===== config.mk =====
export PLATFORM = sky130hd
export DESIGN_NAME = json_string_unescape_flat
export DESIGN_NICKNAME = d
export VERILOG_FILES = /design/src/rtl/jsu_pkg.sv /design/src/rtl/jsu_intf.sv /design/src/rtl/json_string_unescape.sv /design/src/flat_wrapper.sv
export SDC_FILE = /design/constraint.sdc
export NUM_CORES = 1
export LEC_CHECK = 0
export BUFFER_PORTS_ARGS = -buffer_cell sky130_fd_sc_hd__clkbuf_2
export CAP_MARGIN = 30
export CORE_ASPECT_RATIO = 0.6
export CORE_MARGIN = 1
export CORE_UTILIZATION = 54
export DETAILED_ROUTE_END_ITERATION = 10
export HOLD_SLACK_MARGIN = 0.12
export PLACE_DENSITY_LB_ADDON = 0.08
export SLEW_MARGIN = 25
export SYNTH_ARGS = -nofsm -noshare
export SYNTH_HDL_FRONTEND = slang
export SYNTH_SLANG_ARGS = --single-unit
export TNS_END_PERCENT = 1

===== constraint.sdc =====
create_clock -name clk -period 2 [get_ports clk]
set_input_delay 0.1 -clock clk [delete_from_list [all_inputs] [get_ports clk]]
set_output_delay 0.1 -clock clk [all_outputs]
set_load 0.05 [all_outputs]

===== src/rtl/jsu_pkg.sv =====
`timescale 1ns / 1ps

package jsu_pkg;

  typedef enum logic [1:0] {
    KIND_BYTE  = 2'd0,
    KIND_DONE  = 2'd1,
    KIND_ERROR = 2'd2
  } kind_t;

  typedef enum logic [1:0] {
    ERR_QUOTE  = 2'd0,
    ERR_END    = 2'd1,
    ERR_HEX    = 2'd2,
    ERR_ESCAPE = 2'd3
  } err_t;

  typedef enum logic [3:0] {
    PH_IDLE   = 4'b0001,
    PH_STRING = 4'b0010,
    PH_ESCAPE = 4'b0100,
    PH_HEX    = 4'b1000
  } phase_t;

  typedef struct packed {
    kind_t      kind;
    logic [7:0] data_byte;
    err_t       error_code;
    logic       last;
  } res_t;

  localparam int ResDepth = 3;

  localparam logic [7:0] CH_NUL    = 8'h00;
  localparam logic [7:0] CH_TAB    = 8'h09;
  localparam logic [7:0] CH_LF     = 8'h0A;
  localparam logic [7:0] CH_CR     = 8'h0D;
  localparam logic [7:0] CH_SPACE  = 8'h20;
  localparam logic [7:0] CH_QUOTE  = 8'h22;
  localparam logic [7:0] CH_SLASH  = 8'h2F;
  localparam logic [7:0] CH_BSLASH = 8'h5C;
  localparam logic [7:0] CH_B      = 8'h62;
  localparam logic [7:0] CH_F      = 8'h66;
  localparam logic [7:0] CH_N      = 8'h6E;
  localparam logic [7:0] CH_R      = 8'h72;
  localparam logic [7:0] CH_T      = 8'h74;
  localparam logic [7:0] CH_U      = 8'h75;
  localparam logic [7:0] CH_BS     = 8'h08;
  localparam logic [7:0] CH_FF     = 8'h0C;

  localparam logic [15:0] CP_MAX1 = 16'h007F;
  localparam logic [15:0] CP_MAX2 = 16'h07FF;
  localparam logic [7:0]  LEAD2   = 8'hC0;
  localparam logic [7:0]  LEAD3   = 8'hE0;
  localparam logic [7:0]  CONT    = 8'h80;

endpackage


===== src/rtl/jsu_intf.sv =====
`timescale 1ns / 1ps

interface jsu_text_if;
  logic       valid;
  logic       ready;
  logic [7:0] in_byte;
  logic       end_of_input;

  modport source (output valid, output in_byte, output end_of_input, input ready);
  modport sink (input valid, input in_byte, input end_of_input, output ready);
endinterface

interface jsu_result_if;
  logic       valid;
  logic       ready;
  logic [1:0] kind;
  logic [7:0] data_byte;
  logic [1:0] error_code;
  logic       last;

  modport source (output valid, output kind, output data_byte, output error_code,
                  output last, input ready);
  modport sink (input valid, input kind, input data_byte, input error_code,
                input last, output ready);
endinterface


===== src/rtl/json_string_unescape.sv =====
`timescale 1ns / 1ps

// channel   dir   payload                                 accepted when
// text      in    in_byte[7:0], end_of_input              text.valid & text.ready
// result    out   kind[1:0], data_byte[7:0],              result.valid & result.ready
//                 error_code[1:0], last
//
// one input byte per cycle while the result buffer keeps up; a byte is decoded in the cycle it is accepted
// a byte that yields k results (k up to 3 for a \u escape) holds text.ready
// low while the three-entry result buffer drains
// the next byte is taken in the same cycle the final buffered result leaves
// synchronous reset clears the parse phase, hex digit count, code point and buffer count
// a stalled result side holds the buffer; text.ready falls once it has one entry

module json_string_unescape (
  input  logic                clk,
  input  logic                rst,
  jsu_text_if.sink            text,
  jsu_result_if.source        result
);
  import jsu_pkg::*;

  phase_t      phase, phase_next;
  logic [1:0]  hex_cnt, hex_cnt_next;
  logic [11:0] code_point, code_point_next;

  res_t        res [ResDepth];
  res_t        res_new [ResDepth];
  logic [1:0]  cnt;
  logic [1:0]  n_new;

  logic        accept;
  logic        pop;
  logic [7:0]  c;
  logic        fin;
  logic        is_hex;
  logic [3:0]  digit;
  logic [15:0] cp_full;

  function automatic res_t mk_byte(input logic [7:0] b, input logic lst);
    res_t r;
    r.kind       = KIND_BYTE;
    r.data_byte  = b;
    r.error_code = ERR_QUOTE;
    r.last       = lst;
    return r;
  endfunction

  function automatic res_t mk_other(input kind_t k, input err_t e);
    res_t r;
    r.kind       = k;
    r.data_byte  = 8'h00;
    r.error_code = e;
    r.last       = 1'b1;
    return r;
  endfunction

  assign c   = text.in_byte;
  assign fin = text.end_of_input || (c == CH_NUL);

  always_comb begin
    is_hex = 1'b1;
    digit  = 4'h0;
    if (c >= 8'h30 && c <= 8'h39) begin
      digit = c[3:0];
    end else if ((c >= 8'h61 && c <= 8'h66) || (c >= 8'h41 && c <= 8'h46)) begin
      digit = c[3:0] + 4'd9;
    end else begin
      is_hex = 1'b0;
    end
  end

  assign cp_full = {code_point, digit};

  always_comb begin
    phase_next      = phase;
    hex_cnt_next    = hex_cnt;
    code_point_next = code_point;
    n_new           = 2'd0;
    for (int i = 0; i < ResDepth; i++) begin
      res_new[i] = mk_other(KIND_DONE, ERR_QUOTE);
    end
    unique case (phase)
      PH_IDLE: begin
        if (fin) begin
          res_new[0] = mk_other(KIND_ERROR, ERR_QUOTE);
          n_new      = 2'd1;
        end else if (c == CH_SPACE || c == CH_TAB || c == CH_LF || c == CH_CR) begin
          n_new = 2'd0;
        end else if (c == CH_QUOTE) begin
          phase_next = PH_STRING;
        end else begin
          res_new[0] = mk_other(KIND_ERROR, ERR_QUOTE);
          n_new      = 2'd1;
        end
      end
      PH_STRING: begin
        if (fin) begin
          res_new[0] = mk_other(KIND_ERROR, ERR_END);
          n_new      = 2'd1;
          phase_next = PH_IDLE;
        end else if (c == CH_QUOTE) begin
          res_new[0] = mk_other(KIND_DONE, ERR_QUOTE);
          n_new      = 2'd1;
          phase_next = PH_IDLE;
        end else if (c == CH_BSLASH) begin
          phase_next = PH_ESCAPE;
        end else begin
          res_new[0] = mk_byte(c, 1'b1);
          n_new      = 2'd1;
        end
      end
      PH_ESCAPE: begin
        if (fin) begin
          res_new[0] = mk_other(KIND_ERROR, ERR_ESCAPE);
          n_new      = 2'd1;
          phase_next = PH_IDLE;
        end else begin
          phase_next = PH_STRING;
          n_new      = 2'd1;
          unique case (c)
            CH_QUOTE, CH_SLASH, CH_BSLASH: res_new[0] = mk_byte(c, 1'b1);
            CH_B: res_new[0] = mk_byte(CH_BS, 1'b1);
            CH_F: res_new[0] = mk_byte(CH_FF, 1'b1);
            CH_N: res_new[0] = mk_byte(CH_LF, 1'b1);
            CH_R: res_new[0] = mk_byte(CH_CR, 1'b1);
            CH_T: res_new[0] = mk_byte(CH_TAB, 1'b1);
            CH_U: begin
              n_new           = 2'd0;
              phase_next      = PH_HEX;
              hex_cnt_next    = 2'd0;
              code_point_next = 12'h000;
            end
            default: begin
              res_new[0] = mk_other(KIND_ERROR, ERR_ESCAPE);
              phase_next = PH_IDLE;
            end
          endcase
        end
      end
      PH_HEX: begin
        if (fin || !is_hex) begin
          res_new[0]      = mk_other(KIND_ERROR, ERR_HEX);
          n_new           = 2'd1;
          phase_next      = PH_IDLE;
          hex_cnt_next    = 2'd0;
          code_point_next = 12'h000;
        end else if (hex_cnt != 2'd3) begin
          hex_cnt_next    = hex_cnt + 2'd1;
          code_point_next = cp_full[11:0];
        end else begin
          phase_next      = PH_STRING;
          hex_cnt_next    = 2'd0;
          code_point_next = 12'h000;
          // utf-8 length follows the code point range
          if (cp_full <= CP_MAX1) begin
            res_new[0] = mk_byte(cp_full[7:0], 1'b1);
            n_new      = 2'd1;
          end else if (cp_full <= CP_MAX2) begin
            res_new[0] = mk_byte(LEAD2 | {3'b000, cp_full[10:6]}, 1'b0);
            res_new[1] = mk_byte(CONT | {2'b00, cp_full[5:0]}, 1'b1);
            n_new      = 2'd2;
          end else begin
            res_new[0] = mk_byte(LEAD3 | {4'h0, cp_full[15:12]}, 1'b0);
            res_new[1] = mk_byte(CONT | {2'b00, cp_full[11:6]}, 1'b0);
            res_new[2] = mk_byte(CONT | {2'b00, cp_full[5:0]}, 1'b1);
            n_new      = 2'd3;
          end
        end
      end
      default: begin
        phase_next      = PH_IDLE;
        hex_cnt_next    = 2'd0;
        code_point_next = 12'h000;
      end
    endcase
  end

  // a new request is taken once the buffer is empty or its final entry leaves now
  assign pop        = result.valid && result.ready;
  assign text.ready = (cnt == 2'd0) || (cnt == 2'd1 && result.ready);
  assign accept     = text.valid && text.ready;

  always_ff @(posedge clk) begin
    if (rst) begin
      phase      <= PH_IDLE;
      hex_cnt    <= 2'd0;
      code_point <= 12'h000;
      cnt        <= 2'd0;
    end else begin
      if (accept) begin
        phase      <= phase_next;
        hex_cnt    <= hex_cnt_next;
        code_point <= code_point_next;
        cnt        <= n_new;
      end else if (pop) begin
        cnt <= cnt - 2'd1;
      end
    end
  end

  always_ff @(posedge clk) begin
    if (accept) begin
      for (int i = 0; i < ResDepth; i++) begin
        res[i] <= res_new[i];
      end
    end else if (pop) begin
      for (int i = 0; i < ResDepth - 1; i++) begin
        res[i] <= res[i + 1];
      end
    end
  end

  assign result.valid      = (cnt != 2'd0);
  assign result.kind       = res[0].kind;
  assign result.data_byte  = res[0].data_byte;
  assign result.error_code = res[0].error_code;
  assign result.last       = res[0].last;

  a_no_take_while_backed_up: assert property (@(posedge clk) disable iff (rst)
    (cnt > 2'd1) |-> !text.ready)
    else $error("request taken while several results pending");

  a_last_on_final_entry: assert property (@(posedge clk) disable iff (rst)
    (result.valid && result.last) |-> (cnt == 2'd1))
    else $error("last flag on a result that is not the final buffered one");

  a_error_leaves_idle: assert property (@(posedge clk) disable iff (rst)
    (result.valid && result.kind == KIND_ERROR) |-> (phase == PH_IDLE))
    else $error("error result pending but parser not idle");

  a_digits_only_in_hex: assert property (@(posedge clk) disable iff (rst)
    (hex_cnt != 2'd0) |-> (phase == PH_HEX))
    else $error("hex digit count set outside a unicode escape");

  a_quote_opens_string: assert property (@(posedge clk) disable iff (rst)
    (accept && phase == PH_IDLE && !fin && c == CH_QUOTE) |=> (phase == PH_STRING))
    else $error("opening quote did not enter a string");

endmodule


===== src/flat_wrapper.sv =====
// flat-port wrapper written by rule: the top's interface ports become plain ports
module json_string_unescape_flat import jsu_pkg::*;
  (clk, rst, text_valid, text_in_byte, text_end_of_input, text_ready, result_valid, result_kind, result_data_byte, result_error_code, result_last, result_ready);
  jsu_text_if text_i ();
  jsu_result_if result_i ();
  input  logic clk;
  input  logic rst;
  input wire logic [$bits(text_i.valid)-1:0] text_valid;
  input wire logic [$bits(text_i.in_byte)-1:0] text_in_byte;
  input wire logic [$bits(text_i.end_of_input)-1:0] text_end_of_input;
  output wire logic [$bits(text_i.ready)-1:0] text_ready;
  output wire logic [$bits(result_i.valid)-1:0] result_valid;
  output wire logic [$bits(result_i.kind)-1:0] result_kind;
  output wire logic [$bits(result_i.data_byte)-1:0] result_data_byte;
  output wire logic [$bits(result_i.error_code)-1:0] result_error_code;
  output wire logic [$bits(result_i.last)-1:0] result_last;
  input wire logic [$bits(result_i.ready)-1:0] result_ready;
  assign text_i.valid = text_valid;
  assign text_i.in_byte = text_in_byte;
  assign text_i.end_of_input = text_end_of_input;
  assign text_ready = text_i.ready;
  assign result_valid = result_i.valid;
  assign result_kind = result_i.kind;
  assign result_data_byte = result_i.data_byte;
  assign result_error_code = result_i.error_code;
  assign result_last = result_i.last;
  assign result_i.ready = result_ready;
  json_string_unescape u_core (.clk(clk), .rst(rst), .text(text_i), .result(result_i));
endmodule

After elaboration in Yosys (flattened, before gate mapping)

Memories as Yosys holds them, arrays and structs flattened.
Index checks and enable logic that the tools add are counted.

Flip-flop bits (word level): 20
Memory bits (writable): 39
Bits of input ports: 13
Output and inout port bits: 15
Word-level logic and storage cells: 132
Memories kept: 1

$add $sub $neg: 3
$lt $le $gt $ge: 8
Equality and inequality tests: 26
Muxes and demuxes: 64
Bitwise operators: 3
Reduce and logical (&&, ||, !) cells: 23

Memory list:

| memory     | depth | width | read ports | clocked after memory_dff | wr ports | line                       | source |
|---|---|---|---|---|---|---|---|
| u_core.res | 3     | 13    | 3          | 0                        | 3        | json_string_unescape.sv:27 | `res_t res [ResDepth];` |

Operators with widths:

| cell                                                                                | count |
|---|---|
| 13-bit two-way mux                                                                  | 10 |
| 13-bit one-hot mux with 7 select lines                                              | 1 |
| 26-bit two-way mux                                                                  | 3 |
| 12-bit two-way mux                                                                  | 6 |
| 8-bit by 7-bit == test with 1-bit output, second input constant                     | 7 |
| 13-bit one-hot mux with 4 select lines                                              | 1 |
| 4-bit two-way mux                                                                   | 11 |
| 39-bit two-way mux                                                                  | 1 |
| 12-bit one-hot mux with 3 select lines                                              | 1 |
| 2-bit two-way mux                                                                   | 14 |
| 8-bit by 4-bit == test with 1-bit output, second input constant                     | 3 |
| 8-bit by 6-bit == test with 1-bit output, second input constant                     | 3 |
| 22-bit two-way mux                                                                  | 1 |
| 8-bit by 7-bit greater-or-equal comparator with 1-bit output, second input constant | 2 |
| 16-bit by 11-bit less-or-equal comparator with 1-bit output, second input constant  | 1 |
| 16-bit by 7-bit less-or-equal comparator with 1-bit output, second input constant   | 1 |
| 8-bit by 7-bit less-or-equal comparator with 1-bit output, second input constant    | 2 |
| 4-bit one-hot mux with 4 select lines                                               | 1 |
| 1-bit two-way mux                                                                   | 11 |
| 2-bit != test, second input constant                                                | 5 |
| 8-bit by 6-bit greater-or-equal comparator with 1-bit output, second input constant | 1 |
| 8-bit by 6-bit less-or-equal comparator with 1-bit output, second input constant    | 1 |
| 8-bit zero test                                                                     | 1 |
| 2-bit one-hot mux with 4 select lines                                               | 1 |
| 25 further kinds                                                                    | 38 |

Longest topological paths before layout

Gate-level depths: netlist (run 1).

Word-level depth: 12
Gate-level depth with buffers: 9
Mapped depth without buffers: 9

Worst setup path before layout (run 1)

Ideal clock, no wire load.

Path kind: reg2reg
Start: reg u_core.cnt[0]
End: reg u_core.hex_cnt[0]
Setup time: 65 ps
Data arrival time: 2129 ps
Data required time: 1935 ps
Path slack: -194 ps
Stages on the path, launching flop included: 10
Buffers on the path: 0
Period minus slack after synthesis: 2194 ps
Cells stage by stage: dfxtp_1 > inv_1 > ha_1 > a21o_1 > nand2_1 > inv_1 > o211ai_2 > a211oi_4 > mux2i_1 > nor2_1

Word-level cells in the longest chain between the ends: 5
Elaborated cells on any way between the ends: 6
Classes of those cells: eq/ne (1); reduce/logical (5)

RTL lines:

| item                                     | line                        | source |
|---|---|---|
| start, declared                          | json_string_unescape.sv:29  | `logic [1:0] cnt;` |
| start signal, assigned                   | json_string_unescape.sv:195 | `cnt <= n_new;` |
| start signal, assigned                   | json_string_unescape.sv:197 | `cnt <= cnt - 2'd1;` |
| 2-bit by 1-bit == test with 1-bit output | json_string_unescape.sv:181 | `assign text.ready = (cnt == 2'd0) \|\| (cnt == 2'd1 && result.ready);` |
| 1-bit logical AND                        | json_string_unescape.sv:181 |  |
| 1-bit logical OR (*)                     | json_string_unescape.sv:181 |  |
| via text_ready                           | flat_wrapper.sv:11          | `output wire logic [$bits(text_i.ready)-1:0] text_ready;` |
| 1-bit logical AND (*)                    | json_string_unescape.sv:182 | `assign accept = text.valid && text.ready;` |
| via u_core.accept                        | json_string_unescape.sv:32  | `logic accept;` |
| 4-bit AND reduction (no line) (*)        | -                           |  |
| end signal, assigned                     | json_string_unescape.sv:193 | `hex_cnt <= hex_cnt_next;` |
| end, declared                            | json_string_unescape.sv:24  | `logic [1:0] hex_cnt, hex_cnt_next;` |

The timed path passes the listed nets; every way through them passes the cells marked *.
A chain may end at the register's enable or synchronous reset.

==> results of run 1 <==
[flip-flops by register name, indices dropped and copies added, names as in the netlist]
register and count:
u_core.cnt 2, u_core.code_point 12, u_core.hex_cnt 2, u_core.phase 4, u_core.res 30
[layer usage]
metal / vias up / GRT usage (%) / share of wire (%)
met2: 189 / 43.54 / 37
met1: 1500 / 53.06 / 50
met3: 11 / 8.740 / 12
met5: - / 0 / 0
li1: 1525 / - / -
met4: 0 / 8.075 / 1.1
[logic make-up (layout without fill, tap and decap cells)]
family                     count (synthesis)  count (layout)
muxes                                      4               4
AOI/OAI and AO/OA                        121             121
DFF                                       50              50
and+or+nand+nor                          129             129
xor gates and xnor gates                   1               1
adders and majority gates                  7               7
buffers and inverters                     41             144
[worst max-delay path, delay by kind of cell, from the launching register on]
| kind | cells | cell delay (ns) |
|---|---|---|
| AND/OR/NAND/NOR | 2 | 0.64 |
| flip-flops | 1 | 0.36 |
| AO/OA/AOI/OAI | 4 | 0.81 |
| buffers and inverters | 1 | 0.13 |
[final cells by class]
| type | instances | area [µm²] |
|---|---|---|
| clock buffer | 5 | 68.82 |
| clock inverter | 3 | 28.78 |
| fill | 397 | 1358 |
| inverter | 12 | 45.04 |
| multi-input combinational | 262 | 1844 |
| sequential | 50 | 1306 |
| tap | 80 | 100.1 |
| timing repair buffer | 124 | 898.4 |
[timing repair]
| action | 4_1_cts | 5_1_grt |
|---|---|---|
| resized for setup | 18 | 27 |
| pin swaps | 7 | 10 |
| setup buffers | 3 | 3 |
| endpoints found under the setup margin | 10 | 35 |
[stage by stage]
stage	power (µW)	hold slack [ns]	instances	utilization, %	cell area, µm²
finish	3053	0.2168	536	75.97	4292
global route	3185	0.2249	536	75.97	4292
CTS	3029	0.2546	533	73.69	4163
detailed placement	2369	0.4599	522	70.45	3980
global placement	2358	0.4460	522	70.45	3980
floorplan	2135	0.2788	353	-	3213
[layout by cell type (no fill, tap or decap), drive strengths merged, types with 8 or more instances in the layout]
master	instances
a21oi	29
clkbuf	32
a22oi	13
buf	97
nand3	8
nand2	36
edfxtp	30
inv	13
o21ai	23
nor2	33
a21o	8
dfxtp	20
[how the worst max path moves through the flow]
stage          slack (ns)       startpoint                end
2_1_floorplan       -0.03    u_core.cnt[0]  u_core.res[0][18]
3_3_place_gp        -0.22  text_in_byte[7]    u_core.phase[0]
3_5_place_dp        -0.33  text_in_byte[0]    u_core.phase[0]
4_1_cts             -0.07  u_core.phase[0]   u_core.res[0][6]
5_1_grt             -0.11  u_core.phase[3]   u_core.res[0][6]
6_report            -0.06  u_core.phase[0]   u_core.res[0][6]
[power breakdown]
group / switching [µW] / internal, µW
combinational: 731 / 309
sequential: 48.9 / 1300
clock: 401 / 260
total: 1180 / 1870
==> PnR_summary.wiki, run 1 <==
{| class="wikitable"
! Metric !! Value
|-
| Hold-fix buffers at CTS || 0
|-
| First-pass detailed-route iteration total || 5
|-
| Post-layout worst setup margin || -0.05752 ns
|-
| Routed WL per cell || 18.58 µm
|-
| Synth Area in Compound Gates || 27.19%
|-
| Die W || 101.4 µm
|-
| Largest family of logic cells by synthesized area || compound AO/OA/AOI/OAI gates
|-
| Number of levels the H-tree was split into || 2
|-
| Dpl hpwl || 7616 µm
|-
| Worst Setup End Kind || flip-flop
|-
| Share of the synthesized area in the top cell type || 28.13%
|-
| Die footprint || 6254 µm²
|-
| Sequential-to-total area share from yosys stat || 40.63%
|-
| Nets || 475
|-
| Std-Cell Core Area || 5649 µm²
|-
| Number of hold violations in the final report || 0
|-
| Worst-case register-to-register setup slack || -0.06 ns
|-
| Async set-or-reset flop fraction in the synthesized netlist || 0%
|-
| Result of the run || finished with violations
|-
| Worst endpoint data arrival time || 2.25 ns
|-
| Reg2reg path depth || 7
|-
| Most instantiated cells after synthesis || sky130_fd_sc_hd__nand2_1 (36), sky130_fd_sc_hd__nor2_1 (33), sky130_fd_sc_hd__edfxtp_1 (30)
|-
| Distinct cell type count after synthesis || 60
|-
| Slew Limit Headroom || 63.39%
|-
| Count of maximum capacitance violations || 0
|-
| Top cells by area, synth || sky130_fd_sc_hd__edfxtp_1 (28%), sky130_fd_sc_hd__dfxtp_1 (13%), sky130_fd_sc_hd__nand2_1 (4.2%), sky130_fd_sc_hd__a21oi_1 (4.1%), sky130_fd_sc_hd__nor2_1 (3.9%)
|-
| Timing-limited maximum frequency || 486.0 MHz
|-
| Unrepaired setup endpoints after global routing || yes
|-
| Reg-to-reg endpoint || u_core.res[0][6]
|-
| Mux contribution to synthesized area || 1.250%
|-
| CTS tree || built
|-
| Pin count of the biggest net entering global routing || 22
|-
| Via count of the first global-routing pass || 2729
|-
| Critical path, cell by cell || buf_6 > or4b_4 > a21oi_4 > nand2_2 > a211oi_4 > a222oi_1 > a21bo_2
|-
| Cells after Synth || 353
|-
| Total nets after synthesis || 373
|-
| Period minus WS final || 2.058 ns
|-
| Root buffer cell || sky130_fd_sc_hd__clkbuf_8
|-
| Main flop type after synthesis || sky130_fd_sc_hd__edfxtp_1
|-
| Final count of pins violating max slew || 0
|-
| Routed via count || 3225
|-
| Yosys reg bits || 50
|-
| Clock slew at the register clock pins of the worst setup and hold paths || 0.10 ns
|-
| Failing checks || negative setup slack
|-
| Aggregate global-route resource usage || 33.42%
|-
| Initial core utilization || 56.70%
|-
| Start point of the worst min-delay path || text_valid
|-
| Kind of critical path || flip-flop to flip-flop
|-
| Xor/xnor share of the synthesized area || 0.2734%
|-
| Most common cell in the netlist || sky130_fd_sc_hd__nand2_1
|-
| Worst Path Max Fanout || 5
|-
| Data required time at the worst endpoint || 2.19 ns
|-
| Total wire length || 9959 µm
|-
| Mean area per synthesized cell || 9.074 µm²
|-
| Remaining antenna violation count after routing || 0
|-
| Hold Crit Depth || 3
|-
| Power density of the placed cells || 711.4 nW/µm²
|-
| Critical Path Source Type || flip-flop
|-
| Row count || 21
|-
| Final number of setup-violating endpoints || 6
|-
| Initial DRC count || 313
|-
| Area growth from synthesis to layout || 33.98%
|-
| Worst IR Drop VDD || 0.5310 mV
|-
| Post-synthesis share of cell area spent on and, or, nand and nor gates || 21.41%
|-
| Worst stage delay on the critical path || 0.54 ns
|-
| Worst min-delay path endpoint || u_core.cnt[0]
|-
| IO Port Bufs || 27
|-
| Cell area after synthesis || 3203 µm²
|-
| Setup tns final || -0.07452 ns
|-
| I/O pins || 28
|-
| CTS Buf Count || 5
|-
| Class of the tightest hold or removal check || input port to flip-flop
|-
| Largest area contributor in the netlist || sky130_fd_sc_hd__edfxtp_1
|-
| Tightest Pin Transition || 0.5415 ns
|-
| Share of the clock period used by the worst path after layout || 102.9%
|-
| Post-Synth Adder-Cell Area || 2.734%
|-
| Clock latency on the worst-skew pair || 0.33 ns
|-
| Layout cells sized above 1 || 39.25%
|-
| Antenna cells || 0
|-
| Aggregate global routing overflow || 0
|-
| Number of warnings printed during yosys synthesis || 0
|-
| Worst-case clock skew || 0.01257 ns
|-
| Maximum clock insertion buffer count || 2
|-
| Worst-case setup slack after placement || -0.3338 ns
|-
| Number of antenna violations at the first check in global routing || 0
|-
| Residual DRC count || 0
|-
| Slowest cell on the critical path || sky130_fd_sc_hd__or4b_4
|-
| Wire length of the first global-routing pass || 14820 µm
|-
| Static leakage power || 0.001738 µW
|-
| Reg2reg start || u_core.phase[0]
|-
| Number of clock sinks || 50
|-
| Weighted congestion at the end of routability-driven global placement || 0.9848
|-
| Die span in y || 61.66 µm
|-
| Number of synthesized flops with an enable pin || 30
|-
| Detail-routed via count per cell || 6.017
|}
Power figures use the tool's default switching activity.
==> inputs of run 2 (changes only) <==
--- a/config.mk
+++ b/config.mk
@@ -10,9 +10,11 @@
 export CORE_ASPECT_RATIO = 0.6
 export CORE_MARGIN = 1
 export CORE_UTILIZATION = 54
+export CTS_CLUSTER_DIAMETER = 150
 export DETAILED_ROUTE_END_ITERATION = 10
 export HOLD_SLACK_MARGIN = 0.12
 export PLACE_DENSITY_LB_ADDON = 0.08
+export RECOVER_POWER = 25
 export SLEW_MARGIN = 25
 export SYNTH_ARGS = -nofsm -noshare
 export SYNTH_HDL_FRONTEND = slang
==> run 2 against run 1 <==
Against the previous run:
- first-iteration DRC count down 6.1%
- the run still ends with negative setup slack left
- count of clock-buffer cells in the layout unchanged
- non-clock buffer count unchanged
- highest routed layer unchanged
==> PnR_summary.wiki, run 2 (synthesis gave the netlist of run 1 again) <==
{| class="wikitable"
! Metric !! Value
|-
| Result of the run || finished with violations
|-
| Failing checks || negative setup slack
|-
| Die span in y || 61.66 µm (unchanged)
|-
| Post-DP Area || 3980 µm² (unchanged)
|-
| Weighted congestion at the end of routability-driven global placement || 0.9848 (unchanged)
|-
| Critical Path Source Type || flip-flop
|-
| Unrepaired setup endpoints after global routing || yes
|-
| Number of hold violations in the final report || 0 (unchanged)
|-
| Row count || 21 (unchanged)
|-
| Switching component of the power || 1182 µW (about the same)
|-
| CTS Buf Count || 5 (unchanged)
|-
| Worst endpoint data arrival time || 2.25 ns (about the same)
|-
| Power density of the placed cells || 708.9 nW/µm² (-0.34%)
|-
| Routed via count || 3217 (-0.25%)
|-
| Pin count of the biggest net entering global routing || 22 (unchanged)
|-
| Nets || 475 (unchanged)
|-
| Via count of the first global-routing pass || 2729 (unchanged)
|-
| Max reg flops || 30 (unchanged)
|-
| Most frequent cells in the layout || sky130_fd_sc_hd__buf_4 (90), sky130_fd_sc_hd__nand2_1 (34), sky130_fd_sc_hd__nor2_1 (31), sky130_fd_sc_hd__edfxtp_1 (30), sky130_fd_sc_hd__a21oi_1 (22)
|-
| Data required time at the worst endpoint || 2.19 ns (about the same)
|-
| Number of clock sinks || 50 (unchanged)
|-
| Root buffer cell || sky130_fd_sc_hd__clkbuf_8
|-
| Register with the highest flop count || u_core.res
|-
| Number of placed cells counting well taps || 522 (unchanged)
|-
| Post-layout worst setup margin || -0.06058 ns (-0.003060 ns)
|-
| Class of the tightest hold or removal check || input port to flip-flop
|-
| Final count of pins violating max slew || 0 (unchanged)
|-
| Summed area of non-filler cells in the final layout || 4272 µm² (-0.47%)
|-
| Antenna cells || 0 (unchanged)
|-
| Residual DRC count || 0 (unchanged)
|-
| Area growth from synthesis to layout || 33.36%
|-
| Initial DRC count || 294 (-6.1%)
|-
| Aggregate global routing overflow || 0 (unchanged)
|-
| Portion of total power attributed to sequential cells || 44.6% (+0.3 points)
|-
| Internal power || 1846 µW (-1.3%)
|-
| Kind of critical path || flip-flop to flip-flop
|-
| Worst IR Drop VDD || 0.5099 mV (-4.0%)
|-
| Tightest Pin Transition || 0.6048 ns (+0.06328 ns)
|-
| Largest registers || u_core.res: 30 flops, u_core.code_point: 12 flops, u_core.phase: 4 flops
|-
| Total wire length || 9946 µm (-0.13%)
|-
| Std-Cell Core Area || 5649 µm² (unchanged)
|-
| CTS tree || built
|-
| Wire length of the first global-routing pass || 14820 µm (unchanged)
|-
| I/O pins || 28 (unchanged)
|-
| Die footprint || 6254 µm² (unchanged)
|-
| Final hold slack || 0.2211 ns (+0.004355 ns)
|-
| Comb power frac || 33.5% (-0.6 points)
|-
| Dpl hpwl || 7616 µm (unchanged)
|-
| Most common library cell in the layout ignoring fill and taps || sky130_fd_sc_hd__buf_4
|-
| Static leakage power || 0.001695 µW (-2.5%)
|-
| Worst Setup End Kind || flip-flop
|-
| Switching share of power || 39.04% (+0.33 points)
|-
| IO Port Bufs || 27 (unchanged)
|-
| Slew Limit Headroom || 59.85% (-3.5 points)
|-
| Initial core utilization || 56.70% (unchanged)
|-
| Worst-case setup slack after placement || -0.3338 ns (unchanged)
|-
| Count of maximum capacitance violations || 0 (unchanged)
|-
| Timing-limited maximum frequency || 485.3 MHz (-0.15%)
|-
| Routed WL per cell || 18.56 µm (-0.13%)
|-
| Number of antenna violations at the first check in global routing || 0 (unchanged)
|-
| Die W || 101.4 µm (unchanged)
|-
| Clock power share || 21.9% (+0.2 points)
|-
| Period minus WS final || 2.061 ns (+0.003060 ns)
|-
| Detail-routed via count per cell || 6.002 (-0.25%)
|-
| Final number of setup-violating endpoints || 5 (-1)
|-
| Number of cells in the finished layout apart from fillers || 536 (unchanged)
|-
| Worst-case clock skew || 0.01268 ns (+0.0001108 ns)
|-
| Remaining antenna violation count after routing || 0 (unchanged)
|-
| Share of the clock period used by the worst path after layout || 103.0% (+0.15 points)
|-
| Layout cells sized above 1 || 36.18% (-3.1 points)
|-
| Worst Path Max Fanout || 5 (unchanged)
|-
| First-pass detailed-route iteration total || 6 (+1)
|-
| Setup tns final || -0.09434 ns (-0.01982 ns)
|-
| Hold-fix buffers at CTS || 0 (unchanged)
|-
| Clock latency on the worst-skew pair || 0.33 ns (about the same)
|-
| Number of levels the H-tree was split into || 2 (unchanged)
|-
| Maximum clock insertion buffer count || 2 (unchanged)
|-
| Aggregate global-route resource usage || 33.42% (unchanged)
|-
| Clock slew at the register clock pins of the worst setup and hold paths || 0.10 ns (about the same)
|}
run 2: power by group through the flow:
stage / registers (µW) / clock network, µW / logic (µW)
after floorplan: 1360 / 0 / 773
after global placement: 1370 / 0 / 986
after detailed placement: 1370 / 0 / 997
after CTS: 1350 / 663 / 1010
after global routing: 1370 / 703 / 1090
final: 1350 / 662 / 1010
run 2: path summary, 6_finish.rpt:
path / from / to / slack (ns) / cells after the start
max: u_core.phase[0] / u_core.res[0][6] / -0.06 / 7
min: text_valid / u_core.cnt[0] / 0.22 / 3
max reg2reg: u_core.phase[0] / u_core.res[0][6] / -0.06 / 7
min reg2reg: u_core.hex_cnt[1] / u_core.hex_cnt[1] / 0.47 / 2
run 2: critical path, stage by stage, from the launching register on:
cell and delay [ns]:
sky130_fd_sc_hd__dfxtp_2 0.35, sky130_fd_sc_hd__buf_6 0.13, sky130_fd_sc_hd__or4b_4 0.54, sky130_fd_sc_hd__a21oi_4 0.18, sky130_fd_sc_hd__nand2_2 0.10, sky130_fd_sc_hd__a211oi_4 0.31, sky130_fd_sc_hd__a222oi_1 0.10, sky130_fd_sc_hd__a21bo_2 0.22
run 2: repair_timing:
| item | in CTS | in global routing |
|---|---|---|
| setup buffers | 3 | 3 |
| resized for setup | 18 | 27 |
| pin swaps | 7 | 10 |
| setup endpoints to repair | 10 | 35 |
| hold endpoints to repair | 0 | 0 |
run 2: routing by layer:
layer / share of wire [%] / wire length (µm) / track usage, % / vias up
met5: 0 / 0 / 0 / -
met4: 1.0 / 102 / 8.075 / 0
li1: - / - / - / 1526
met2: 37 / 3728 / 43.54 / 200
met1: 49 / 4850 / 53.06 / 1482
met3: 13 / 1265 / 8.740 / 9
run 2: final cells by class:
type,count,area (µm²)
multi-input cells,262,1844
inverters,12,45.04
well taps,80,100.1
clock buffers,5,68.82
repair buffers,124,878.3
fillers,405,1378
clock inverters,3,28.78
flip-flops and latches,50,1306
run 2: through the flow:
| stage | util, % | power, µW |
|---|---|---|
| detailed placement | 70.45 | 2369 |
| CTS | 73.69 | 3029 |
| global placement | 70.45 | 2358 |
| floorplan | - | 2135 |
| global route | 75.61 | 3158 |
| finish | 75.61 | 3028 |
